$ cat src/assert_macros.svh
// Assertion macros shared by the short file name parser RTL.
// Standalone header; the including module must provide clk_i and rst_ni.
`ifndef ASSERT_MACROS_SVH
`define ASSERT_MACROS_SVH

// Checked at every rising clock edge outside reset.
`define SFP_ASSERT(lbl, prop, msg) \
  lbl: assert property (@(posedge clk_i) disable iff (!rst_ni) (prop)) else $error(msg);

// Checked at every rising clock edge, reset included.
`define SFP_ASSERT_ALWAYS(lbl, prop, msg) \
  lbl: assert property (@(posedge clk_i) (prop)) else $error(msg);

`endif

$ cat src/sfp_pkg.sv
// Types and constants for the short (8.3) file name parser.
// No dependencies; used by sfp_char_class and short_filename_parser_top.
package sfp_pkg;

  localparam int unsigned NAME_CHARS = 8;
  localparam int unsigned EXT_CHARS  = 3;

  localparam int unsigned NAME_BYTES = 8;
  localparam int unsigned EXT_BYTES  = 3;
  localparam int unsigned COUNT_W    = 4;

  localparam logic [7:0] CH_NUL   = 8'h00;
  localparam logic [7:0] CH_SPACE = 8'h20;
  localparam logic [7:0] CH_TAB   = 8'h09;
  localparam logic [7:0] CH_DOT   = 8'h2E;
  localparam logic [7:0] CH_UNDER = 8'h5F;
  localparam logic [7:0] CH_DASH  = 8'h2D;
  localparam logic [7:0] CH_LO_A  = 8'h61;
  localparam logic [7:0] CH_LO_Z  = 8'h7A;
  localparam logic [7:0] CH_UP_A  = 8'h41;
  localparam logic [7:0] CH_UP_Z  = 8'h5A;
  localparam logic [7:0] CH_DIG_0 = 8'h30;
  localparam logic [7:0] CH_DIG_9 = 8'h39;
  localparam logic [7:0] CASE_OFS = 8'h20;

  localparam logic [COUNT_W-1:0] NAME_LIMIT = COUNT_W'(NAME_CHARS);
  localparam logic [COUNT_W-1:0] EXT_LIMIT  = COUNT_W'(EXT_CHARS);

  typedef enum logic [2:0] {
    PH_LEAD  = 3'd0,
    PH_NAME  = 3'd1,
    PH_EXT   = 3'd2,
    PH_TRAIL = 3'd3,
    PH_ERR   = 3'd4
  } phase_e;

  typedef struct packed {
    logic       term;
    logic       blank;
    logic       dot;
    logic       legal;
    logic [7:0] upper;
  } char_class_t;

endpackage

$ cat src/sfp_char_class.sv
// Character classifier for the short file name parser: folds case and flags
// terminator, blanks, dot and legal name characters. Depends on sfp_pkg.
module sfp_char_class import sfp_pkg::*; (
  input  logic [7:0]  char_i,
  output char_class_t class_o
);

  logic [7:0] folded;

  always_comb begin
    if (char_i >= CH_LO_A && char_i <= CH_LO_Z) begin
      folded = char_i - CASE_OFS;
    end else begin
      folded = char_i;
    end
  end

  always_comb begin
    class_o.term  = (char_i == CH_NUL);
    class_o.blank = (char_i == CH_SPACE) || (char_i == CH_TAB);
    class_o.dot   = (char_i == CH_DOT);
    class_o.legal = (folded >= CH_UP_A && folded <= CH_UP_Z) ||
                    (folded >= CH_DIG_0 && folded <= CH_DIG_9) ||
                    (folded == CH_UNDER) || (folded == CH_DASH);
    class_o.upper = folded;
  end

endmodule

$ cat src/short_filename_parser_top.sv
// Top level of the short (8.3) file name parser.
// Depends on sfp_pkg, sfp_char_class and assert_macros.svh.
//
//  channel | direction | handshake                  | payload
//  --------+-----------+----------------------------+-------------------------------
//  input   | in        | in_valid_i / in_stall_o    | char_in_i
//  result  | out       | out_valid_o / out_stall_i  | name_ok_o, base_name_o, extension_o
//
// One character is taken every cycle while in_stall_o is low; the parse state
// updates in the same cycle and a result appears in the output register in the
// cycle after the terminating zero byte is taken. Reset puts the parser in the
// leading blank phase with space-filled buffers and an empty output register.
// While a result is held by out_stall_i, ordinary characters are still taken;
// only a further terminator is stalled until the held result leaves.
`include "assert_macros.svh"

module short_filename_parser_top import sfp_pkg::*; (
  input  logic        clk_i,
  input  logic        rst_ni,
  input  logic        in_valid_i,
  output logic        in_stall_o,
  input  logic [7:0]  char_in_i,
  output logic        out_valid_o,
  input  logic        out_stall_i,
  output logic        name_ok_o,
  output logic [63:0] base_name_o,
  output logic [23:0] extension_o
);

  localparam logic [NAME_BYTES-1:0][7:0] NAME_BLANK = {NAME_BYTES{CH_SPACE}};
  localparam logic [EXT_BYTES-1:0][7:0]  EXT_BLANK  = {EXT_BYTES{CH_SPACE}};

  char_class_t cls;

  phase_e                        phase_q, phase_d;
  logic [COUNT_W-1:0]            count_q, count_d;
  logic [NAME_BYTES-1:0][7:0]    name_q, name_d;
  logic [EXT_BYTES-1:0][7:0]     ext_q, ext_d;

  logic                          out_valid_q, out_valid_d;
  logic                          ok_q;
  logic [63:0]                   base_q;
  logic [23:0]                   ext_out_q;

  logic                          in_accept;
  logic                          out_hold;
  logic                          result_ok;

  sfp_char_class u_class (
    .char_i  (char_in_i),
    .class_o (cls)
  );

  assign out_hold   = out_valid_q && out_stall_i;
  assign in_stall_o = out_hold && cls.term;
  assign in_accept  = in_valid_i && !in_stall_o;
  assign result_ok  = (phase_q == PH_NAME) || (phase_q == PH_EXT) || (phase_q == PH_TRAIL);

  always_comb begin
    phase_d = phase_q;
    count_d = count_q;
    name_d  = name_q;
    ext_d   = ext_q;

    if (in_accept) begin
      if (cls.term) begin
        phase_d = PH_LEAD;
        count_d = '0;
        name_d  = NAME_BLANK;
        ext_d   = EXT_BLANK;
      end else begin
        case (phase_q)
          PH_LEAD: begin
            if (cls.blank) begin
              phase_d = PH_LEAD;
            end else if (cls.dot || !cls.legal || count_q >= NAME_LIMIT) begin
              phase_d = PH_ERR;
            end else begin
              name_d[count_q[2:0]] = cls.upper;
              count_d = count_q + 1'b1;
              phase_d = PH_NAME;
            end
          end
          PH_NAME: begin
            if (cls.dot) begin
              phase_d = PH_EXT;
              count_d = '0;
            end else if (cls.blank) begin
              phase_d = PH_TRAIL;
            end else if (!cls.legal || count_q >= NAME_LIMIT) begin
              phase_d = PH_ERR;
            end else begin
              name_d[count_q[2:0]] = cls.upper;
              count_d = count_q + 1'b1;
            end
          end
          PH_EXT: begin
            // A second dot is not a legal character and ends in error here.
            if (cls.blank) begin
              phase_d = PH_TRAIL;
            end else if (!cls.legal || count_q >= EXT_LIMIT) begin
              phase_d = PH_ERR;
            end else begin
              ext_d[count_q[1:0]] = cls.upper;
              count_d = count_q + 1'b1;
            end
          end
          PH_TRAIL: begin
            if (!cls.blank) begin
              phase_d = PH_ERR;
            end
          end
          default: begin
            phase_d = PH_ERR;
          end
        endcase
      end
    end
  end

  assign out_valid_d = (in_accept && cls.term) || out_hold;

  always_ff @(posedge clk_i or negedge rst_ni) begin
    if (!rst_ni) begin
      phase_q     <= PH_LEAD;
      count_q     <= '0;
      name_q      <= NAME_BLANK;
      ext_q       <= EXT_BLANK;
      out_valid_q <= 1'b0;
    end else begin
      phase_q     <= phase_d;
      count_q     <= count_d;
      name_q      <= name_d;
      ext_q       <= ext_d;
      out_valid_q <= out_valid_d;
    end
  end

  always_ff @(posedge clk_i) begin
    if (in_accept && cls.term) begin
      ok_q      <= result_ok;
      base_q    <= result_ok ? name_q : '0;
      ext_out_q <= result_ok ? ext_q : '0;
    end
  end

  assign out_valid_o = out_valid_q;
  assign name_ok_o   = ok_q;
  assign base_name_o = base_q;
  assign extension_o = ext_out_q;

  `SFP_ASSERT(a_bad_name_zero, (out_valid_q && !ok_q) |-> (base_q == '0 && ext_out_q == '0), "invalid result carries nonzero name")
  `SFP_ASSERT(a_term_restarts, (in_accept && cls.term) |=> (out_valid_q && phase_q == PH_LEAD && count_q == '0), "terminator did not restart the parser")
  `SFP_ASSERT(a_no_spurious, (in_accept && !cls.term && !out_hold) |=> !out_valid_q, "result without a terminator")
  `SFP_ASSERT_ALWAYS(a_ok_nonempty, (out_valid_q && ok_q) |-> (base_q[7:0] != CH_SPACE), "valid result with empty base name")

endmodule
$ cat config.mk
export PLATFORM = sky130hd
export DESIGN_NAME = short_filename_parser_top
export DESIGN_NICKNAME = d
export VERILOG_FILES = /design/src/sfp_pkg.sv /design/src/sfp_char_class.sv /design/src/short_filename_parser_top.sv
export VERILOG_INCLUDE_DIRS = /design/src /design/src/src
export SDC_FILE = /design/constraint.sdc
export NUM_CORES = 1
export LEC_CHECK = 0
export BUFFER_PORTS_ARGS = -buffer_cell sky130_fd_sc_hd__buf_2
export CAP_MARGIN = 10
export CORE_MARGIN = 10
export CORE_UTILIZATION = 50
export DETAILED_ROUTE_END_ITERATION = 10
export PLACE_DENSITY = 0.71
export SLEW_MARGIN = 20
export SYNTH_ARGS = -nofsm -noshare
export SYNTH_HDL_FRONTEND = slang
export SYNTH_HIERARCHICAL = 1
export SYNTH_SLANG_ARGS = --single-unit
$ cat constraint.sdc
create_clock -name clk_i -period 9 [get_ports clk_i]
set_clock_uncertainty 0.05 [all_clocks]
set_input_delay 0.45 -clock clk_i [delete_from_list [all_inputs] [get_ports clk_i]]
set_output_delay 0.45 -clock clk_i [all_outputs]
set_load 0.005 [all_outputs]
==> impl_metrics.py, run 1 <==
metrics = {
    "run_status": {
        "status": "finished clean",
    },
    "grt": {
        "grt_pass1_wl_um": 29800,
        "grt_remaining_overflow": 0,
        "grt_pass1_vias": 5616,
        "antenna_found_initial": 0,
        "grt.total_usage_pct": 17.1,
        "grt_start_max_net_pins": 113,
    },
    "sta": {
        "tns_ps": 0,
        "slew_headroom_pct": 34.1,
        "period_minus_slack_ps": 3780,
        "slew_violations": 0,
        "hold_viol_final": 0,
        "holdWs_ps": 180,
        "rsz0062_at_grt": "false",
        "fmaxAchievable_ghz": 0.265,
        "setup_viol": 0,
        "fin_crit_sh_pct": 42.0,
        "tightestPinTransition_ps": 987,
    },
    "finish": {
        "post-route-util_pct": 58.7,
        "n_antenna_cell": 0,
        "regArea_um2": 5090,
        "drive_gt1_share_pct": 21.5,
        "areaGrowthSynthToFinish_pct": 14.6,
        "final_nets": 789,
        "fillers": 1295,
        "multi_input_area_um2": 2800,
    },
    "floorplanning": {
        "rows": 46,
        "start_util_pct": 51.2,
        "die_area_um2": 21900,
        "die_x_um": 148,
        "io_pins": 103,
        "core-area_um2": 15900,
        "dieHeight_um": 148,
    },
    "placed_design": {
        "port-buffer-count": 102,
        "place.gp.congestion": 0.910,
        "hpwl_um": 12200,
    },
    "clocking": {
        "clockBufferDepth": 2,
        "cts.sinks": 185,
        "clockRootBuffer": "clkbuf_16",
        "h-tree-depth": 4,
        "clk_latency_ps": 440,
        "clk_pin_slew_ps": 60,
        "numCtsBuffers": 17,
        "cts_tree": "yes",
    },
    "drt": {
        "wl_per_cell_um": 18.5,
        "vias_per_cell": 5.74,
        "drc": 0,
        "drt-initial-drc-count": 560,
        "wl_um": 18500,
        "route.antenna.remaining_nets": 0,
        "first_pass_iters": 6,
        "dr_total_vias": 5742,
    },
    "critical_path": {
        "criticalPathCategory": "input port to register",
        "cp-start-kind": "input port",
        "worstSetupEndpointType": "register",
        "slowest_stage": "nor2_4",
        "path_cells": "buf_2 > nor3_1 > nand2_1 > nor3_2 > clkinv_2 > nor2_4 > buf_4",
        "crit_arrival_ps": 3800,
        "required_ps": 9020,
        "crit_path_max_incr_delay_ps": 1080,
        "path_max_fanout": 68,
    },
    "power": {
        "p_switching_uw": 372,
        "p_int_mw": 1.33,
        "p_comb_share_pct": 3.9,
        "ir_drop_v": 0.000131,
        "p_per_area_nw_per_um2": 182,
        "clkPwrFrac_pct": 43.8,
        "seq_power_share_pct": 52.2,
        "power_leakage_nw": 4.42,
        "p_sw_share_pct": 21.8,
    },
    "yosys": {
        "yosysTopAreaCellShare_pct": 32.7,
        "postSynthAreaPerCell_um2": 11.7,
        "yosysTopAreaCell": "edfxtp_1",
        "synth-async-reset-ratio_pct": 51.9,
        "synth_area_leaders": "edfxtp_1, dfrtp_1, and2_1, nand3_1, dfstp_2",
        "ys_seq_area_share_pct": 62.3,
        "synth_seq_cells": 185,
        "ys_types": 60,
        "synth_common_cells": "edfxtp_1, and2_1, dfrtp_1",
        "netlist_area_um2": 8170,
        "ys_warn_count": 6,
        "synth.most_common_cell": "edfxtp_1",
        "syn_nets": 718,
        "syn_inst": 701,
        "synthFlopType": "edfxtp_1",
        "synth_edf_count": 89,
    },
    "hold_path": {
        "hp-class": "input port to register",
    },
    "job": {
        "cap_violations": 0,
    },
}
[critical path: cells and delay by family]
kind / cells / cell delay (ps)
and+or+nand+nor: 4 / 1660
buffers and inverters: 3 / 1610
[repair_timing]
action / in CTS / in global routing
setup buffers: 0 / 0
hold buffers: 1 / 0
endpoints found under the hold margin: 31 / 0
gates resized for setup: 0 / 0
[layout by cell type, fill, tap and decap left out, types with 22 or more instances in the layout]
| master | instances |
|---|---|
| o311ai_0 | 30 |
| a22o_1 | 22 |
| nand2_1 | 77 |
| and2_1 | 87 |
| buf_2 | 101 |
| nor2_1 | 32 |
| dfrtp_1 | 85 |
| nand3_1 | 62 |
| o311ai_1 | 26 |
| edfxtp_1 | 89 |
[registers in the layout, indices dropped and copies added (netlist names)]
register	cells
out_valid_o	1
name_ok_o	1
phase_q	3
base_name_o	64
ext_q	24
extension_o	24
count_q	4
name_q	64
[final timing paths]
check | end | slack, ps | startpoint | cells past startpoint
worst max-delay path | extension_o[16]$_SDFFCE_PN0P_ | 5220 | char_in_i[4] | 7
worst min-delay path | out_valid_o$_DFF_PN0_ | 180 | out_stall_i | 2
worst max register to register | extension_o[16]$_SDFFCE_PN0P_ | 6140 | out_valid_o$_DFF_PN0_ | 4
worst min register to register | ext_q[13]$_DFFE_PN1P_ | 450 | ext_q[13]$_DFFE_PN1P_ | 2
max in group asynchronous | name_q[57]$_DFFE_PN0P_ | 7270 | rst_ni | 3
min in group asynchronous | name_q[3]$_DFFE_PN0P_ | 470 | rst_ni | 2
[cell families after synthesis]
kind of cell,count (synthesis),share of synthesized area (%)
XOR/XNOR,1,0.107
multiplexers,3,0.383
adder cells (fa/ha/maj),5,0.766
AND/OR/NAND/NOR,314,19.9
buffers and inverters,67,3.69
flip-flops,185,62.3
AO/OA/AOI/OAI,126,12.9
[routing by layer]
layer / GRT usage (%) / wire length, µm / vias up
li1: - / - / 2735
met4: 8.97 / 473 / 0
met3: 3.97 / 1100 / 30
met2: 26.6 / 8950 / 178
met1: 21.9 / 7970 / 2799
met5: 0 / 0 / -
[power groups by stage]
stage          sequential, mW  clock (mW)  combinational [mW]
6_report                0.890       0.746              0.0671
5_1_grt                 0.890       0.788              0.0746
3_5_place_dp            0.907           0              0.0660
3_3_place_gp            0.906           0              0.0626
2_1_floorplan           0.905           0              0.0396
4_1_cts                 0.890       0.757              0.0669
[metrics by stage]
stage | total power [mW] | std cells | cell area [µm²] | setup slack, ps
finish | 1.70 | 1001 | 9360 | 5220
global route | 1.75 | 1001 | 9360 | 4800
CTS | 1.71 | 1001 | 9360 | 5640
detailed placement | 0.973 | 968 | 8760 | 5160
global placement | 0.969 | 968 | 8760 | 5440
floorplan | 0.945 | 701 | 8170 | 3300
[cell type report]
| class | instances | area share (%) |
|---|---|---|
| Clock inverter | 12 | 1.50 |
| Sequential cell | 185 | 54.3 |
| Inverter | 10 | 0.414 |
| Tap cell | 216 | 2.89 |
| Timing Repair Buffer | 109 | 6.07 |
| Multi-Input combinational cell | 449 | 29.9 |
| Clock buffer | 20 | 4.88 |
Note: power is estimated with default switching activity, not from simulation.
==> run 2: changes to the inputs <==
ABC_AREA = 1   (was unset)
PLACE_DENSITY = 0.74   (was 0.71)
clock period = 3.2 ns   (was 9 ns; I/O delays follow)
==> impl_metrics.py, run 2 <==
metrics = {
    "run_status": {
        "status": "finished clean",
    },
    "yosys": {
        "synth_area_leaders": "edfxtp_1, dfrtp_1, nand2_1, inv_1, nand4_1",
        "netlist_area_um2": 8330,
        "synth.most_common_cell": "nand2_1",
        "synth_fa_ha_area_share_pct": 0.751,
        "yosysTopAreaCellShare_pct": 32.1,
        "synthXorXnorAreaFrac_pct": 0.105,
        "yosysTopAreaCell": "edfxtp_1",
        "postSynthAreaPerCell_um2": 9.48,
        "ys_seq_area_share_pct": 61.1,
        "synth_edf_count": 89,
        "synth_common_cells": "nand2_1, inv_1, nor2_1",
        "syn_nets": 896,
        "synthFlopType": "edfxtp_1",
        "synth_top_family_by_area": "simple AND/OR/NAND/NOR gates",
        "synth-async-reset-ratio_pct": 51.9,
        "synth_compound_area_share_pct": 0.886,
        "synth_seq_cells": 185,
        "synthMuxAreaShare_pct": 0,
        "syn_inst": 879,
        "synth-simple-area-share_pct": 27.0,
        "ys_warn_count": 6,
        "ys_types": 35,
    },
    "sta": {
        "fmaxAchievable_ghz": 0.441,
        "slew_violations": 0,
        "period_minus_slack_ps": 2270,
        "rsz0062_at_grt": "false",
        "finalWorstSetupSlack_ps": 933,
        "setup_viol": 0,
        "fin_crit_sh_pct": 70.8,
        "hold_viol_final": 0,
        "tns_ps": 0,
        "slew_headroom_pct": 49.2,
        "tightestPinTransition_ps": 762,
    },
    "placed_design": {
        "place.gp.congestion": 0.853,
        "place_ws_ps": 626,
        "port-buffer-count": 102,
        "hpwl_um": 11900,
    },
    "drt": {
        "wl_per_cell_um": 15.0,
        "first_pass_iters": 5,
        "drc": 0,
        "drt-initial-drc-count": 699,
        "wl_um": 18100,
        "route.antenna.remaining_nets": 0,
        "vias_per_cell": 5.04,
        "dr_total_vias": 6088,
    },
    "clocking": {
        "holdBufCountCts": 2,
        "numCtsBuffers": 17,
        "clk_latency_ps": 430,
        "cts_resized": 0,
        "clockRootBuffer": "clkbuf_16",
        "clk_pin_slew_ps": 70,
        "cts_tree": "yes",
        "postCtsSetupBuffers": 0,
        "h-tree-depth": 4,
        "clockBufferDepth": 2,
        "cts.sinks": 185,
    },
    "floorplanning": {
        "rows": 47,
        "die_x_um": 149,
        "die_area_um2": 22200,
        "start_util_pct": 50.6,
        "dieHeight_um": 149,
        "core-area_um2": 16500,
        "io_pins": 103,
    },
    "critical_path": {
        "worstSetupEndpointType": "register",
        "required_ps": 3470,
        "path_max_fanout": 21,
        "crit_arrival_ps": 2540,
        "reg2reg_slack_ps": 930,
        "cp-start-kind": "register",
        "criticalPathCategory": "register to register",
    },
    "grt": {
        "antenna_found_initial": 0,
        "grt_pass1_vias": 5909,
        "grt_remaining_overflow": 0,
        "grt_pass1_wl_um": 29600,
        "grt_start_max_net_pins": 73,
        "grt.total_usage_pct": 16.6,
    },
    "power": {
        "ir_drop_v": 0.000443,
        "p_int_mw": 4.51,
        "power_leakage_nw": 4.64,
        "p_per_area_nw_per_um2": 681,
        "p_switching_mw": 2.01,
        "clkPwrFrac_pct": 33.6,
        "seq_power_share_pct": 48.3,
        "p_comb_share_pct": 18.1,
        "p_sw_share_pct": 30.8,
    },
    "finish": {
        "layout_commonest_cell": "nand2_1",
        "regArea_um2": 5090,
        "final_cell_mix": "nand2_1, inv_1, nor2_1",
        "fillers": 1458,
        "areaGrowthSynthToFinish_pct": 15.0,
        "drive_gt1_share_pct": 20.8,
        "final_nets": 993,
        "n_antenna_cell": 0,
        "multi_input_area_um2": 2400,
    },
    "hold_path": {
        "hp-class": "input port to register",
    },
    "job": {
        "cap_violations": 0,
    },
}
run 2: changes by cell type after synthesis, sizes merged, moves of 56 or more:
cell,previous run,this run
nor2,34,121
nand4,0,69
and2,88,0
o311ai,56,0
inv,9,134
nand2,77,244
run 2: final timing paths:
path | from | end | cells past startpoint
max | count_q[0]$_DFFE_PN0P_ | ext_q[9]$_DFFE_PN0P_ | 9
min | in_valid_i | out_valid_o$_DFF_PN0_ | 5
max reg2reg | count_q[0]$_DFFE_PN0P_ | ext_q[9]$_DFFE_PN0P_ | 9
min reg2reg | name_q[61]$_DFFE_PN1P_ | name_q[61]$_DFFE_PN1P_ | 2
max in group asynchronous | rst_ni | name_q[45]$_DFFE_PN1P_ | 3
min in group asynchronous | rst_ni | phase_q[0]$_DFFE_PN0P_ | 2
run 2: metal layers:
layer	wire, µm	vias to the layer above	GRT usage [%]
li1	-	2999	-
met5	0	-	0
met3	1170	24	4.04
met2	8940	183	26.8
met1	7650	2882	21.1
met4	328	0	6.28
run 2: area by class of cell:
| class | count | area share [%] |
|---|---|---|
| sequential | 185 | 53.1 |
| multi-input combinational | 516 | 25.1 |
| timing repair buffer | 122 | 7.11 |
| inverter | 134 | 5.29 |
| clock buffer | 18 | 4.59 |
| tap | 220 | 2.87 |
| clock inverter | 14 | 1.92 |
run 2: power by group through the flow:
stage | Clock (mW) | Sequential [mW] | Combinational [mW]
6_report | 2.19 | 3.15 | 1.18
5_1_grt | 2.31 | 3.19 | 1.37
4_1_cts | 2.22 | 3.15 | 1.18
3_5_place_dp | 0 | 3.19 | 1.17
3_3_place_gp | 0 | 3.19 | 1.11
2_1_floorplan | 0 | 3.09 | 0.983
run 2: worst max-delay path, stage by stage (launching register included):
cell and delay [ps]:
dfrtp_1 480, ha_1 260, inv_1 50, nand2_1 100, nor2_1 150, a21oi_1 110, nor2_4 430, nand2_1 310
nand2_1 150, nand2_1 70
run 2: through the flow:
step	instances	util (%)	cell area [µm²]	hold slack (ps)	total power, mW
2_1_floorplan	879	-	8340	-186	4.08
3_3_place_gp	1175	54.3	8930	164	4.30
3_5_place_dp	1175	54.3	8930	160	4.35
4_1_cts	1209	58.2	9580	128	6.55
5_1_grt	1209	58.2	9580	187	6.88
6_report	1209	58.2	9580	134	6.52
run 2: cell families (layout without fill, tap and decap cells):
family / after synthesis / count (layout)
AND/OR/NAND/NOR: 498 / 498
flip-flops: 185 / 185
buffers and inverters: 178 / 288
AO/OA/AOI/OAI: 12 / 12
adder cells (fa/ha/maj): 5 / 5
XOR/XNOR: 1 / 1
==> run 3: changes to the inputs <==
ABC_AREA = 0   (was 1)
clock period = 2.05 ns   (was 3.2 ns; I/O delays follow)
==> impl_metrics.py, run 3 (same netlist as run 1, synthesis figures left out) <==
metrics = {
    "grt": {
        "grt.total_usage_pct": 18.1,
        "grt_pass1_vias": 6070,
        "grt_remaining_overflow": 0,
        "grt_pass1_wl_um": 32000,
        "antenna_found_initial": 0,
        "grt_start_max_net_pins": 62,
    },
    "clocking": {
        "cts_tree": "yes",
        "cts.sinks": 185,
        "clockRootBuffer": "clkbuf_16",
        "clk_pin_slew_ps": 60,
        "clockBufferDepth": 2,
        "numCtsBuffers": 17,
        "h-tree-depth": 4,
        "clk_latency_ps": 430,
    },
    "sta": {
        "slew_violations": 0,
        "fin_crit_sh_pct": 99.5,
        "tightestPinTransition_ps": 679,
        "slew_headroom_pct": 54.7,
        "fmaxAchievable_ghz": 0.490,
        "rsz0062_at_grt": "true",
        "finalWorstSetupSlack_ps": 9.70,
        "period_minus_slack_ps": 2040,
        "setup_viol": 0,
        "hold_viol_final": 0,
    },
    "hold_path": {
        "hp-class": "input port to async pin",
    },
    "floorplanning": {
        "die_area_um2": 21900,
        "dieHeight_um": 148,
        "io_pins": 103,
        "start_util_pct": 51.2,
        "core-area_um2": 15900,
        "die_x_um": 148,
        "rows": 46,
    },
    "drt": {
        "vias_per_cell": 5.89,
        "first_pass_iters": 5,
        "route.top_layer_used": "met4",
        "wl_per_cell_um": 19.0,
        "dr_total_vias": 6376,
        "route.antenna.remaining_nets": 0,
        "wl_um": 20600,
        "dr_wl_met3_um": 1320,
        "drc": 0,
        "drt-met1-wl_um": 8400,
        "dr_wl_met2_um": 10400,
        "drt-initial-drc-count": 692,
    },
    "critical_path": {
        "rr_endpoint": "count_q[2]$_DFFE_PN0P_",
        "critical_path.most_common_cell": "buf_12",
        "reg2reg_slack_ps": 40,
        "crit_arrival_ps": 2300,
        "slowest_stage": "a211o_4",
        "r2r-start": "count_q[0]$_DFFE_PN0P_",
        "worstSetupEndpointType": "register",
        "critical-path-top-delay-family": "compound AO/OA/AOI/OAI gates",
        "path_cells": "buf_12 > inv_12 > ha_4 > nor2_2 > o21ai_1 > a221o_1 > a21oi_2 > nor2b_4 > o21ai_2 > a211o_4 > buf_12 > o311ai_1",
        "required_ps": 2310,
        "crit_path_max_incr_delay_ps": 410,
        "ff2ff_path_depth": 5,
        "crit_buf_inv": 3,
        "path_max_fanout": 48,
        "cp-start-kind": "input port",
        "criticalPathCategory": "input port to register",
    },
    "placed_design": {
        "port-buffer-count": 102,
        "place.gp.congestion": 0.931,
        "place_ws_ps": -614,
        "hpwl_um": 13900,
    },
    "finish": {
        "final_nets": 870,
        "n_antenna_cell": 0,
        "areaGrowthSynthToFinish_pct": 28.6,
        "fillers": 1187,
        "final_cell_mix": "buf_2, edfxtp_1, and2_1",
        "drive_gt1_share_pct": 33.8,
        "layout_commonest_cell": "buf_2",
    },
    "power": {
        "p_per_area_nw_per_um2": 738,
        "power_leakage_nw": 4.92,
        "total_power_mw": 7.75,
        "ir_drop_v": 0.000591,
    },
    "job": {
        "cap_violations": 0,
    },
    "run_status": {
        "status": "finished clean",
    },
}
## run 3: changes by cell type in the layout (fill, tap and decap cells not counted), sizes merged, moves of 5 or more
cell	delta
a221oi	+8
a22o	+22
and2	+88
buf	+68
inv	-128
nand2	-167
nand2b	+5
nand3	+7
nand4	-69
nor2	-87
nor2b	+8
nor3	+16
o21ai	+5
o311ai	+56
## run 3: repair_timing
| item | CTS | global route |
|---|---|---|
| hold buffers | 2 | 0 |
| setup endpoints to repair | 75 | 93 |
| cloned | 1 | 1 |
| pin swaps | 4 | 7 |
| resized for setup | 22 | 58 |
| hold endpoints to repair | 39 | 0 |
| buffers inserted | 0 | 3 |
## run 3: metal layers
layer	up-vias	GRT usage (%)
met5	-	0
met4	0	7.68
met3	41	3.85
met2	283	30.2
met1	3161	22.4
li1	2891	-
## run 3: layout make-up
| class | count | area (µm²) | area share, % |
|---|---|---|---|
| repair buffers | 190 | 1360 | 12.9 |
| multi-input cells | 449 | 3100 | 29.5 |
| well taps | 216 | 270 | 2.57 |
| clock buffers | 20 | 457 | 4.35 |
| inverters | 10 | 65.1 | 0.619 |
| flip-flops and latches | 185 | 5090 | 48.4 |
| clock inverters | 12 | 165 | 1.57 |
## run 3: how the worst max path moves through the flow
stage	startpoint	to	depth (start not counted)
floorplan	char_in_i[3]	base_name_o[0]$_SDFFCE_PN0P_	6
global placement	char_in_i[5]	count_q[2]$_DFFE_PN0P_	12
detailed placement	char_in_i[5]	name_q[23]$_DFFE_PN0P_	12
CTS	char_in_i[5]	count_q[2]$_DFFE_PN0P_	12
global route	char_in_i[5]	name_q[50]$_DFFE_PN0P_	12
finish	char_in_i[5]	name_q[50]$_DFFE_PN0P_	12
## run 3: power by group
part / internal (mW) / switching (mW)
Combinational: 0.172 / 0.269
Sequential: 3.89 / 0.0130
Clock: 2.00 / 1.41
Total: 6.06 / 1.69
## run 3: stage by stage
step / util (%) / area [µm²] / hold WS, ps / setup TNS, ps / cells
3_5_place_dp: 59.7 / 9520 / 56.0 / -64520 / 1043
4_1_cts: 64.3 / 10200 / 120 / -34.2 / 1078
5_1_grt: 65.9 / 10500 / 196 / -3040 / 1082
6_report: 65.9 / 10500 / 146 / 0 / 1082
3_3_place_gp: 59.7 / 9520 / 59.4 / -52420 / 1043
2_1_floorplan: - / 8300 / -243 / -59190 / 701
